==> config.mk <==
export PLATFORM = sky130hd
export DESIGN_NAME = ils_cell
export DESIGN_NICKNAME = d
export VERILOG_FILES = /design/src/sv/ils_pkg.sv /design/src/sv/ils_cell.sv
export SDC_FILE = /design/constraint.sdc
export NUM_CORES = 1
export LEC_CHECK = 0
export ABC_AREA = 1
export ABC_CLOCK_PERIOD_IN_PS = 3000
export BUFFER_PORTS_ARGS = -buffer_cell sky130_fd_sc_hd__buf_2
export CAP_MARGIN = 0
export CORE_ASPECT_RATIO = 0.6
export CORE_MARGIN = 2
export CORE_UTILIZATION = 45
export CTS_CLUSTER_DIAMETER = 100
export DETAILED_ROUTE_END_ITERATION = 6
export GPL_TIMING_DRIVEN = 0
export PLACE_DENSITY_LB_ADDON = 0.08
export SETUP_SLACK_MARGIN = 0.3
export SKIP_LAST_GASP = 1
export SYNTH_ARGS = -nofsm -noshare
export SYNTH_HDL_FRONTEND = slang
export SYNTH_SLANG_ARGS = --single-unit
==> constraint.sdc <==
create_clock -name clk -period 3 [get_ports clk]
set_input_delay 0.15 -clock clk [delete_from_list [all_inputs] [get_ports clk]]
set_output_delay 0.15 -clock clk [all_outputs]
set_load 0.01 [all_outputs]
==> src/sv/ils_pkg.sv <==
// Shared constants, codes and types of the indexed list store.
`default_nettype none

package ils_pkg;

    // Store size and derived widths
    localparam int CAPACITY = 64;
    localparam int IDX_W    = (CAPACITY > 1) ? $clog2(CAPACITY) : 1;
    localparam int CNT_W    = $clog2(CAPACITY + 1);
    localparam int POS_MAG_W = 7;
    localparam int CMP_W    = (CNT_W > POS_MAG_W) ? CNT_W : POS_MAG_W;

    // Port field widths
    localparam int OP_W     = 3;
    localparam int POS_W    = 8;
    localparam int DATA_W   = 32;
    localparam int STATUS_W = 2;
    localparam int ECNT_W   = 7;

    localparam logic [DATA_W-1:0] NO_VALUE = '1;

    typedef enum logic [OP_W-1:0] {
        OP_READ   = 3'd0,
        OP_FRONT  = 3'd1,
        OP_BACK   = 3'd2,
        OP_INSERT = 3'd3,
        OP_DELETE = 3'd4
    } ils_op_t;

    typedef enum logic [STATUS_W-1:0] {
        ST_DONE  = 2'd0,
        ST_RANGE = 2'd1,
        ST_FULL  = 2'd2,
        ST_BADOP = 2'd3
    } ils_status_t;

    // Shift command broadcast to every cell of the chain
    typedef struct packed {
        logic              ins;
        logic              del;
        logic [IDX_W-1:0]  slot;
        logic [DATA_W-1:0] data;
    } ils_shift_t;

endpackage

`default_nettype wire

==> src/sv/ils_cell.sv <==
// One storage cell of the list chain: holds one entry, shifts with its neighbors.
`default_nettype none

module ils_cell (
    input  wire logic                        clk,
    input  wire ils_pkg::ils_shift_t         shift,
    input  wire logic [ils_pkg::IDX_W-1:0]   idx,
    input  wire logic [ils_pkg::DATA_W-1:0]  left,
    input  wire logic [ils_pkg::DATA_W-1:0]  right,
    output logic [ils_pkg::DATA_W-1:0]       value
);
    import ils_pkg::*;

    logic [DATA_W-1:0] value_reg;
    logic [DATA_W-1:0] value_next;

    // Take the new word at the slot, the left neighbor behind it on insert,
    // the right neighbor at and behind the slot on delete
    always_comb
    begin
        value_next = value_reg;
        if (shift.ins)
        begin
            if (idx == shift.slot)
            begin
                value_next = shift.data;
            end
            else if (idx > shift.slot)
            begin
                value_next = left;
            end
        end
        else if (shift.del)
        begin
            if (idx >= shift.slot)
            begin
                value_next = right;
            end
        end
    end

    always_ff @(posedge clk)
    begin
        value_reg <= value_next;
    end

    assign value = value_reg;

endmodule

`default_nettype wire

==> After elaboration in Yosys (flattened, before gate mapping) <==
Cells that the tools add are included.
Widths: inputs -> output; s select.
{ "word_totals": {"register_bits": 32, "latchBits": 0, "mem_bits_ro": 0, "memories": 0, "out_inout_bits": 32, "wordCells": 13, "ramBits": 0} }
{ "op_classes": {"reduce_logical": 3, "mul": 0, "eq_ne": 2, "order_cmp": 2, "muxes": 5, "n_shift": 0, "addsub": 0, "div_mod_pow": 0, "bitwise": 0} }
{ "op_table": {"columns": ["cell", "n"], "rows": [
  ["$mux 32", 5],
  ["$eq 6x6->1", 1],
  ["$ge 6x6->1", 1],
  ["$gt 6x6->1", 1],
  ["$reduce_bool 2->1", 2],
  ["$ne 3x1->1 const B", 1],
  ["$reduce_and 3->1", 1]
]} }

==> Longest topological paths before layout <==
Gate-level depths: netlist of the first run.
{ "logic_depth": {"ltp_word": 4, "depth_mapped": 10} }

==> Worst setup path before layout of the first run <==
Ideal clock, no wire load.
{ "synth_path": {"kind": "input port to flip-flop", "from": "in shift[35] (netlist name)", "to": "reg value_reg[0] (netlist: value[0]), enable pin", "setup_time_ns": 0.387, "path_buffers": 1, "slack_ns": 0.939, "t_required_ns": 2.613, "stages": 9, "arrival_ns": 1.674, "path_cell_list": "inv_1 > ha_1 > nand2_2 > nor2_8 > nand2_4 > buf_6 > nand3_1 > nand2_1 > inv_1"} }
{ "synth_via": {"elab_chain_cells": 3} }
{ "synth_rtl": {"columns": ["element", "line", "source"], "rows": [
  ["start: declaration", "ils_cell.sv:6", "input wire ils_pkg::ils_shift_t shift,"],
  ["$gt 6x6->1 (tied with other cells)", "ils_cell.sv:28", "else if (idx > shift.slot)"],
  ["$ne 3x1->1 (no line) / $reduce_bool 2->1 (equally long branches)", null, null],
  ["$reduce_and 3->1 (no line) (*)", null, null],
  ["end signal: assignment", "ils_cell.sv:44", "value_reg <= value_next;"],
  ["end: declaration", "ils_cell.sv:14", "logic [DATA_W-1:0] value_reg;"]
]} }
Mark *: on every way between the ends. The rest lies on a longest branch, timed or not.
A chain may end at the register's enable or synchronous reset.

==> Worst setup path in the final report of the first run <==
{ "layout_path": {"from": "in shift[35] (netlist name)", "to": "reg value_reg[21] (netlist: value[21]), enable pin"} }
Same word-level chain as after synthesis.

==> results of run 1 <==
-- path summary, 6_finish.rpt --
path              startpoint        end  slack [ps]
setup / recovery   shift[35]  value[21]         790
hold / removal     right[30]  value[30]         130
-- through the flow --
step                      cell area, um2  hold WS (ps)  setup WS, ps  instances  util, %
after floorplan                     2040           336           939        274        -
after global placement              2820           418           487        475     66.5
after detailed placement            2820           423           469        475     66.5
after CTS                           2930           130           765        483     69.1
after global routing                2930           146           582        483     69.1
final                               2930           133           790        483     69.1
-- routing by layer --
metal / global-route usage [%] / wire [um] / up-vias
li1: - / - / 1161
met1: 28.6 / 2390 / 961
met2: 36.9 / 2570 / 105
met3: 7.18 / 582 / 7
met4: 6.93 / 65 / 0
met5: 0 / 0 / -
-- synthesized netlist by cell type --
master    count  share of area [%]
clkbuf_1      7                1.3
or2_1         1               0.31
ha_1          6                3.7
edfxtp_1     32                 47
o21bai_1      1               0.37
nand2_1     167                 31
nor2_8        1               0.98
nand2_2       2               0.61
a21oi_1       1               0.25
inv_2         2               0.37
buf_4         3                1.1
buf_2         3               0.74
nand3_1      33                8.1
buf_6         3                1.7
inv_1        11                2.0
nand2_4       1               0.55
-- power by group through the flow --
stage / sequential, W / clock [W] / combinational, W
2_1_floorplan: 0.000644 / 0 / 0.000126
3_3_place_gp: 0.000601 / 0 / 0.000328
3_5_place_dp: 0.000604 / 0 / 0.000333
4_1_cts: 0.000594 / 0.000408 / 0.000334
5_1_grt: 0.000599 / 0.000425 / 0.000372
6_report: 0.000594 / 0.000403 / 0.000332
-- logic make-up (layout without fill, tap and decap cells) --
| kind of cell | Yosys count | count (layout) | synth area share (%) |
|---|---|---|---|
| adders and majority gates | 6 | 6 | 3.69 |
| AOI/OAI and AO/OA | 2 | 2 | 0.614 |
| buffers and inverters | 29 | 178 | 7.19 |
| DFF | 32 | 32 | 47.2 |
| and+or+nand+nor | 205 | 205 | 41.3 |
-- cell type report --
type | count | area share [%]
sequential | 32 | 32.8
multi-input combinational | 213 | 31.8
timing repair buffer | 141 | 24.1
buffer | 16 | 3.34
tap | 60 | 2.57
clock buffer | 6 | 2.48
inverter | 13 | 1.67
clock inverter | 2 | 1.20
==> results_dict.tcl, run 1 <==
set metrics [dict create \
    path_class "input port to flop" \
    die_w_um 90.9 \
    slowest_delay_ps 870 \
    vias_per_cell 4.63 \
    crit_required_ps 2890 \
    die_h_um 56.1 \
    cts_tree "yes" \
    drive_above_1_share_pct 38.5 \
    seqCellArea_um2 961 \
    p_sw_w 0.000364 \
    antenna_cells 0 \
    max_slew_margin_pct 18.2 \
    fillers 391 \
    avgRoutedWirePerCell_um 11.6 \
    cts_resized 0 \
    grt_max_degree 33 \
    tightest_slew_ps 1220 \
    multi_input_area_um2 930 \
    pwr-share-comb_pct 25.0 \
    syn_inst 274 \
    crit_fanout 32 \
    drv_cap 0 \
    hold_viol_final 0 \
    layout_commonest_cell "nand2_1" \
    cts.sinks 32 \
    ys_types 16 \
    grt_pass1_wl_um 9140 \
    path_clk_slew_ps 70 \
    crit_slowest_cell "inv_1" \
    area_delta_synth_final_pct 43.6 \
    rsz0062_at_grt "false" \
    via_count 2234 \
    path_buf_inv 4 \
    drtAntennaViolNets 0 \
    syn_area_per_cell_um2 7.43 \
    syn_nets 391 \
    hold_depth 3 \
    first_pass_iters 4 \
    routabilityCongestion 0.822 \
    p_seq_share_pct 44.7 \
    ys_seq_area_share_pct 47.2 \
    io_buffers 141 \
    crit_chain "buf_2, inv_1, ha_1, nand2_2, nor2_8, nand2_4, buf_6, nand3_1, nand2_1, inv_1" \
    cp_num_cells 10 \
    dieArea_um2 5100 \
    yosys_warnings 0 \
    rows 18 \
    finalCriticalPeriod_ps 2210 \
    largest_reg_flops 32 \
    routed_wl_um 5610 \
    crit_top_cell "inv_1" \
    cts_buffer_depth 2 \
    most-common-layout-cells "167 x nand2_1, 144 x buf_2, 33 x nand3_1" \
    swShare_pct 27.4 \
    io_pins 143 \
    drc 0 \
    clk_root_buffer_cell "clkbuf_8" \
    post-route-period-util_pct 73.7 \
    finalSetupViolations 0 \
    peakVddDrop_mv 0.254 \
    cp_top_family "buffers and inverters" \
    antenna_found_initial 0 \
    numCtsBuffers 5 \
    power_w 0.00133 \
    postCtsHoldBufs 0 \
    grt_pass1_vias 2068 \
    grt_remaining_overflow 0 \
    syn_area_um2 2040 \
    dp_hpwl_um 4330 \
    crit_arrival_ps 2100 \
    p_clk_share_pct 30.3 \
    fin_nets 539 \
    p_int_w 0.000966 \
    core_region_area_um2 4230 \
    pwr_density_cell_nw_per_um2 454 \
    power.leakage_nw 1.69 \
    setup-tns-final_ps 0 \
    hold_path_class "input port to flop" \
    ys_ff_latch 32 \
    grt_usage_pct 22.5 \
    cts_setup_buffers 0 \
    outcome "complete, no violations" \
    clock.fmax_ghz 0.452 \
    initial_core_util_pct 48.1 \
    htreeDepth 2 \
    drt-initial-drc-count 73 \
    drv_slew 0 \
    start_kind "input port" \
    endpoint_kind "flop" \
]
Note: power is estimated with default switching activity, not from simulation.
==> run 2: changes to the inputs <==
Settings changed: ABC_CLOCK_PERIOD_IN_PS 3000 to 1900, CORE_UTILIZATION 45 to 37.
Clock period 3 ns to 1.9 ns, I/O delays scaled along.
==> run 2 against run 1 <==
Against the previous run: clock power rose by 20%; first-iteration DRC count rose by 5.5%; critical path depth rose by 1; utilization fell by 10 points; routed wire length rose by 5.7%; worst hold slack got worse by 42 ps; largest power group unchanged; flip-flop and latch count did not move; sequential power rose by 58%; critical endpoint is now value[17]; global-route usage fell by 2.8 points; total power rose by 51%; sequential share of layout area fell by 1.4 points; combinational power rose by 77%.
==> results_dict.tcl, run 2 (same netlist as run 1, synthesis figures left out) <==
set metrics [dict create \
    outcome "complete, no violations" \
    grt_pass1_vias 2056 \
    cp_top_family "buffers and inverters" \
    core_region_area_um2 5180 \
    clock.fmax_ghz 0.689 \
    finalSetupViolations 0 \
    fin_nets 542 \
    largest_reg_flops 32 \
    cts_tree "yes" \
    start_kind "input port" \
    grt_remaining_overflow 0 \
    crit_fanout 16 \
    via_count 2224 \
    routed_wl_um 5930 \
    peakVddDrop_mv 0.281 \
    io_pins 143 \
    path_class "input port to flop" \
    slowest_delay_ps 270 \
    crit_required_ps 1890 \
    die_h_um 61.5 \
    tightest_slew_ps 475 \
    cts_buffer_depth 2 \
    finalCriticalPeriod_ps 1450 \
    avgRoutedWirePerCell_um 12.1 \
    drc 0 \
    power_w 0.00201 \
    drtAntennaViolNets 0 \
    grt_pass1_wl_um 9230 \
    crit_arrival_ps 1440 \
    routabilityCongestion 0.823 \
    hold_path_class "input port to flop" \
    cp_num_cells 11 \
    final_area_um2 3050 \
    grt_usage_pct 19.7 \
    path_buf_inv 5 \
    wl_met2_um 2620 \
    cts.sinks 32 \
    htreeDepth 2 \
    most-common-layout-cells "166 x nand2_1, 144 x buf_2, 32 x nand3_1, 32 x edfxtp_1, 8 x clkbuf_1" \
    crit_chain "buf_2, inv_4, ha_4, nand2_4, nor2_8, nand2_4, buf_6, nand3_2, nand2_2, clkinvlp_4, buf_12" \
    clk_root_buffer_cell "clkbuf_8" \
    drv_cap 0 \
    worst_slack_ps 449 \
    crit_top_cell "nand2_4" \
    drv_slew 0 \
    path_clk_slew_ps 70 \
    post-route-period-util_pct 76.4 \
    first_pass_iters 4 \
    wl_met1_um 2650 \
    vias_per_cell 4.53 \
    dieArea_um2 6130 \
    endpoint "value[17]" \
    area_delta_synth_final_pct 49.8 \
    crit_slowest_cell "ha_4" \
    top_layer "met4" \
    postCtsHoldBufs 0 \
    endpoint_kind "flop" \
    layout_commonest_cell "nand2_1" \
    dp_hpwl_um 4500 \
    io_buffers 141 \
    antenna_found_initial 0 \
    die_w_um 99.8 \
    drt-initial-drc-count 77 \
    antenna_cells 0 \
    setup-tns-final_ps 0 \
    numCtsBuffers 5 \
    hold_viol_final 0 \
    drive_above_1_share_pct 42.4 \
    utilization_pct 58.9 \
    place_ws_ps -245 \
    power.leakage_nw 1.69 \
    wl_met3_um 612 \
    initial_core_util_pct 39.3 \
    rsz0062_at_grt "false" \
    max_slew_margin_pct 68.3 \
    grt_max_degree 17 \
    rows 20 \
    cp-startpoint "shift[37]" \
    pwr_density_cell_nw_per_um2 657 \
    placed_cell_area_um2 2930 \
]
-- run 2: cell count changes in the layout (fill, tap and decap cells not counted), moves of 2 or more --
cell,before,now
inv_1,11,4
ha_1,6,0
ha_4,0,6
inv_2,2,6
buf_12,0,2
clkinvlp_4,0,2
inv_4,0,2
nand2_4,1,3
-- run 2: layout make-up --
class	count	area [um2]
Buffer	16	97.6
Clock buffer	6	72.6
Timing Repair inverter	1	7.51
Sequential cell	32	961
Fill cell	508	2130
Inverter	13	57.6
Timing Repair Buffer	143	746
Tap cell	66	82.6
Clock inverter	1	5.00
Multi-Input combinational cell	213	1020
-- run 2: through the flow --
stage	instances	hold WS [ps]
2_1_floorplan	274	281
3_3_place_gp	481	364
3_5_place_dp	481	370
4_1_cts	489	79.3
5_1_grt	491	84.2
6_report	491	91.4
-- run 2: worst min-delay path by stage --
| stage | startpoint | to | slack (ps) | cells after the start |
|---|---|---|---|---|
| final | right[22] | value[22] | 90 | 3 |
| after global routing | right[25] | value[25] | 80 | 3 |
| after CTS | right[5] | value[5] | 80 | 3 |
| after detailed placement | right[8] | value[8] | 370 | 3 |
| after global placement | right[20] | value[20] | 360 | 3 |
| after floorplan | right[0] | value[0] | 280 | 2 |
-- run 2: power by group --
part / total (W) / internal (W) / switching (W)
Clock: 0.000484 / 0.000249 / 0.000235
Sequential: 0.000936 / 0.000911 / 0.0000245
Combinational: 0.000587 / 0.000260 / 0.000327
-- run 2: routing by layer --
metal | GRT usage [%] | vias up
li1 | - | 1172
met1 | 24.8 | 960
met2 | 32.6 | 88
met3 | 7.38 | 4
met4 | 5.28 | 0
met5 | 0 | -
-- run 2: tightest hold or removal path, delay by kind of cell --
family / cells / cell delay, ps
simple gates: 2 / 90
buf+inv: 1 / 70
-- run 2: what timing repair did --
action,in CTS,in global routing
endpoints found under the setup margin,32,32
setup buffers,0,2
cloned,1,0
gates resized for setup,1,0
==> run 3: changes to the inputs <==
Settings changed: ABC_CLOCK_PERIOD_IN_PS 1900 to 1250.
Clock period 1.9 ns to 1.25 ns, I/O delays scaled along.
==> run 3 against run 2 <==
Against the previous run: the run now ends with setup timing left; first-iteration DRC count fell by 5.2%; sequential share of layout area fell by 1.8 points; sequential power increased by 52%; routed wire length rose by 2.3%; critical path depth did not move; worst hold slack got worse by 33 ps; cell count increased by 1.8%; highest routed layer unchanged; largest cell class unchanged; utilization grew 3.5 points; die area stayed put; non-clock buffer count is 9 higher; clock-buffer cell count is the same; worst setup slack lost 470 ps.
==> results_dict.tcl, run 3 (same netlist as run 1, synthesis figures left out) <==
set metrics [dict create \
    p_sw_w 0.000915 \
    rows 20 \
    outcome "complete, but fails checks" \
    peakVddDrop_mv 0.419 \
    use_met1_pct 25.8 \
    path_buf_inv 6 \
    violations "setup timing" \
    drv_cap 0 \
    use_met2_pct 33.2 \
    antenna_cells 0 \
    rsz0062_at_grt "true" \
    worst_slack_ps -18.4 \
    post-route-period-util_pct 101 \
    tightest_slew_ps 475 \
    die_h_um 61.5 \
    drv_slew 0 \
    first_pass_iters 4 \
    endpoint_kind "flop" \
    busiest_layer "met2" \
    htreeDepth 2 \
    grt_max_degree 11 \
    placed_cell_area_um2 2930 \
    whs_endpoint "value[31]" \
    min_from "right[31]" \
    crit_fanout 8 \
    grt_pass1_wl_um 9280 \
    p_seq_share_pct 45.3 \
    most-common-layout-cells "165 x nand2_1, 135 x buf_2, 32 x nand3_1, 32 x edfxtp_1, 14 x buf_6" \
    crit_slowest_cell "ha_4" \
    placed_cells 481 \
    core_region_area_um2 5180 \
    drc 0 \
    setup-tns-final_ps -144 \
    path_clk_slew_ps 70 \
    initial_core_util_pct 39.3 \
    area_delta_synth_final_pct 58.8 \
    start_kind "input port" \
    fin_nets 551 \
    grt_usage_pct 19.9 \
    cp_num_cells 11 \
    crit_arrival_ps 1260 \
    pwr_density_cell_nw_per_um2 971 \
    drive_above_1_share_pct 44.0 \
    cts_buffer_depth 2 \
    p_clk_share_pct 23.5 \
    crit_chain "buf_2, inv_2, ha_4, nand2_1, inv_2, nand2_4, buf_8, nand3_4, nand2_4, clkinvlp_4, clkbuf_16" \
    numCtsBuffers 5 \
    power.leakage_nw 1.78 \
    finalCriticalPeriod_ps 1270 \
    io_buffers 141 \
    final_area_um2 3230 \
    grt_pass1_vias 2017 \
    postCtsHoldBufs 0 \
    dp_hpwl_um 4460 \
    avgRoutedWirePerCell_um 12.1 \
    crit_required_ps 1240 \
    clk_root_buffer_cell "clkbuf_8" \
    path_class "input port to flop" \
    hold_viol_final 0 \
    final_cells 500 \
    routabilityCongestion 0.813 \
    swShare_pct 29.2 \
    vias_per_cell 4.64 \
    via_count 2318 \
    die_w_um 99.8 \
    largest_reg_flops 32 \
    routed_wl_um 6060 \
    cp_top_family "buffers and inverters" \
    met3_usage_pct 6.58 \
    drtAntennaViolNets 0 \
    drt-initial-drc-count 73 \
    pwr-share-comb_pct 31.2 \
    power_w 0.00314 \
    p_int_w 0.00222 \
    antenna_found_initial 0 \
    grt_remaining_overflow 0 \
    hold_path_class "input port to flop" \
    io_pins 143 \
    cts_tree "yes" \
    slowest_delay_ps 250 \
    clock.fmax_ghz 0.788 \
    dieArea_um2 6130 \
    max_slew_margin_pct 68.3 \
    cts.sinks 32 \
    hold_depth 3 \
    finalSetupViolations 8 \
    layout_commonest_cell "nand2_1" \
]
[run 3: worst max path at each step]
stage / start / end / slack [ps]
final: shift[33] / value[13] / -20
after global routing: idx[0] / value[20] / -40
after CTS: shift[35] / value[8] / -20
after detailed placement: idx[5] / value[12] / -830
after global placement: idx[5] / value[12] / -840
after floorplan: idx[5] / value[0] / -380
[run 3: power groups by stage]
stage	Sequential (W)	Clock, W	Combinational, W
CTS	0.00142	0.000763	0.000971
detailed placement	0.00145	0	0.000849
global route	0.00144	0.000807	0.00108
finish	0.00142	0.000737	0.000979
global placement	0.00144	0	0.000845
floorplan	0.00155	0	0.000339
[run 3: what timing repair did]
| action | in CTS | in global routing |
|---|---|---|
| setup buffers | 7 | 2 |
| setup endpoints to repair | 64 | 64 |
| resized for setup | 20 | 9 |
| cloned | 3 | 0 |
| pin swaps | 9 | 4 |
[run 3: per-layer routing]
metal / routed length [um] / share of wire, %
met1: 2730 / 45
met2: 2780 / 46
met3: 542 / 8.9
met4: 17 / 0.28
met5: 0 / 0
[run 3: area by class of cell]
class	instances	area, um2
Sequential cell	32	961
Inverter	13	62.6
Buffer	16	111
Clock inverter	1	5.00
Fill cell	486	1950
Multi-Input combinational cell	213	1040
Timing Repair Buffer	152	891
Clock buffer	6	72.6
Tap cell	66	82.6
Timing Repair inverter	1	7.51
[run 3: per-stage QoR]
stage	hold slack, ps	util, %	worst slack [ps]
2_1_floorplan	248	-	-378
3_3_place_gp	333	56.5	-840
3_5_place_dp	338	56.5	-835
4_1_cts	47.4	61.6	-15.2
5_1_grt	51.7	62.4	-41.0
6_report	58.4	62.4	-18.4
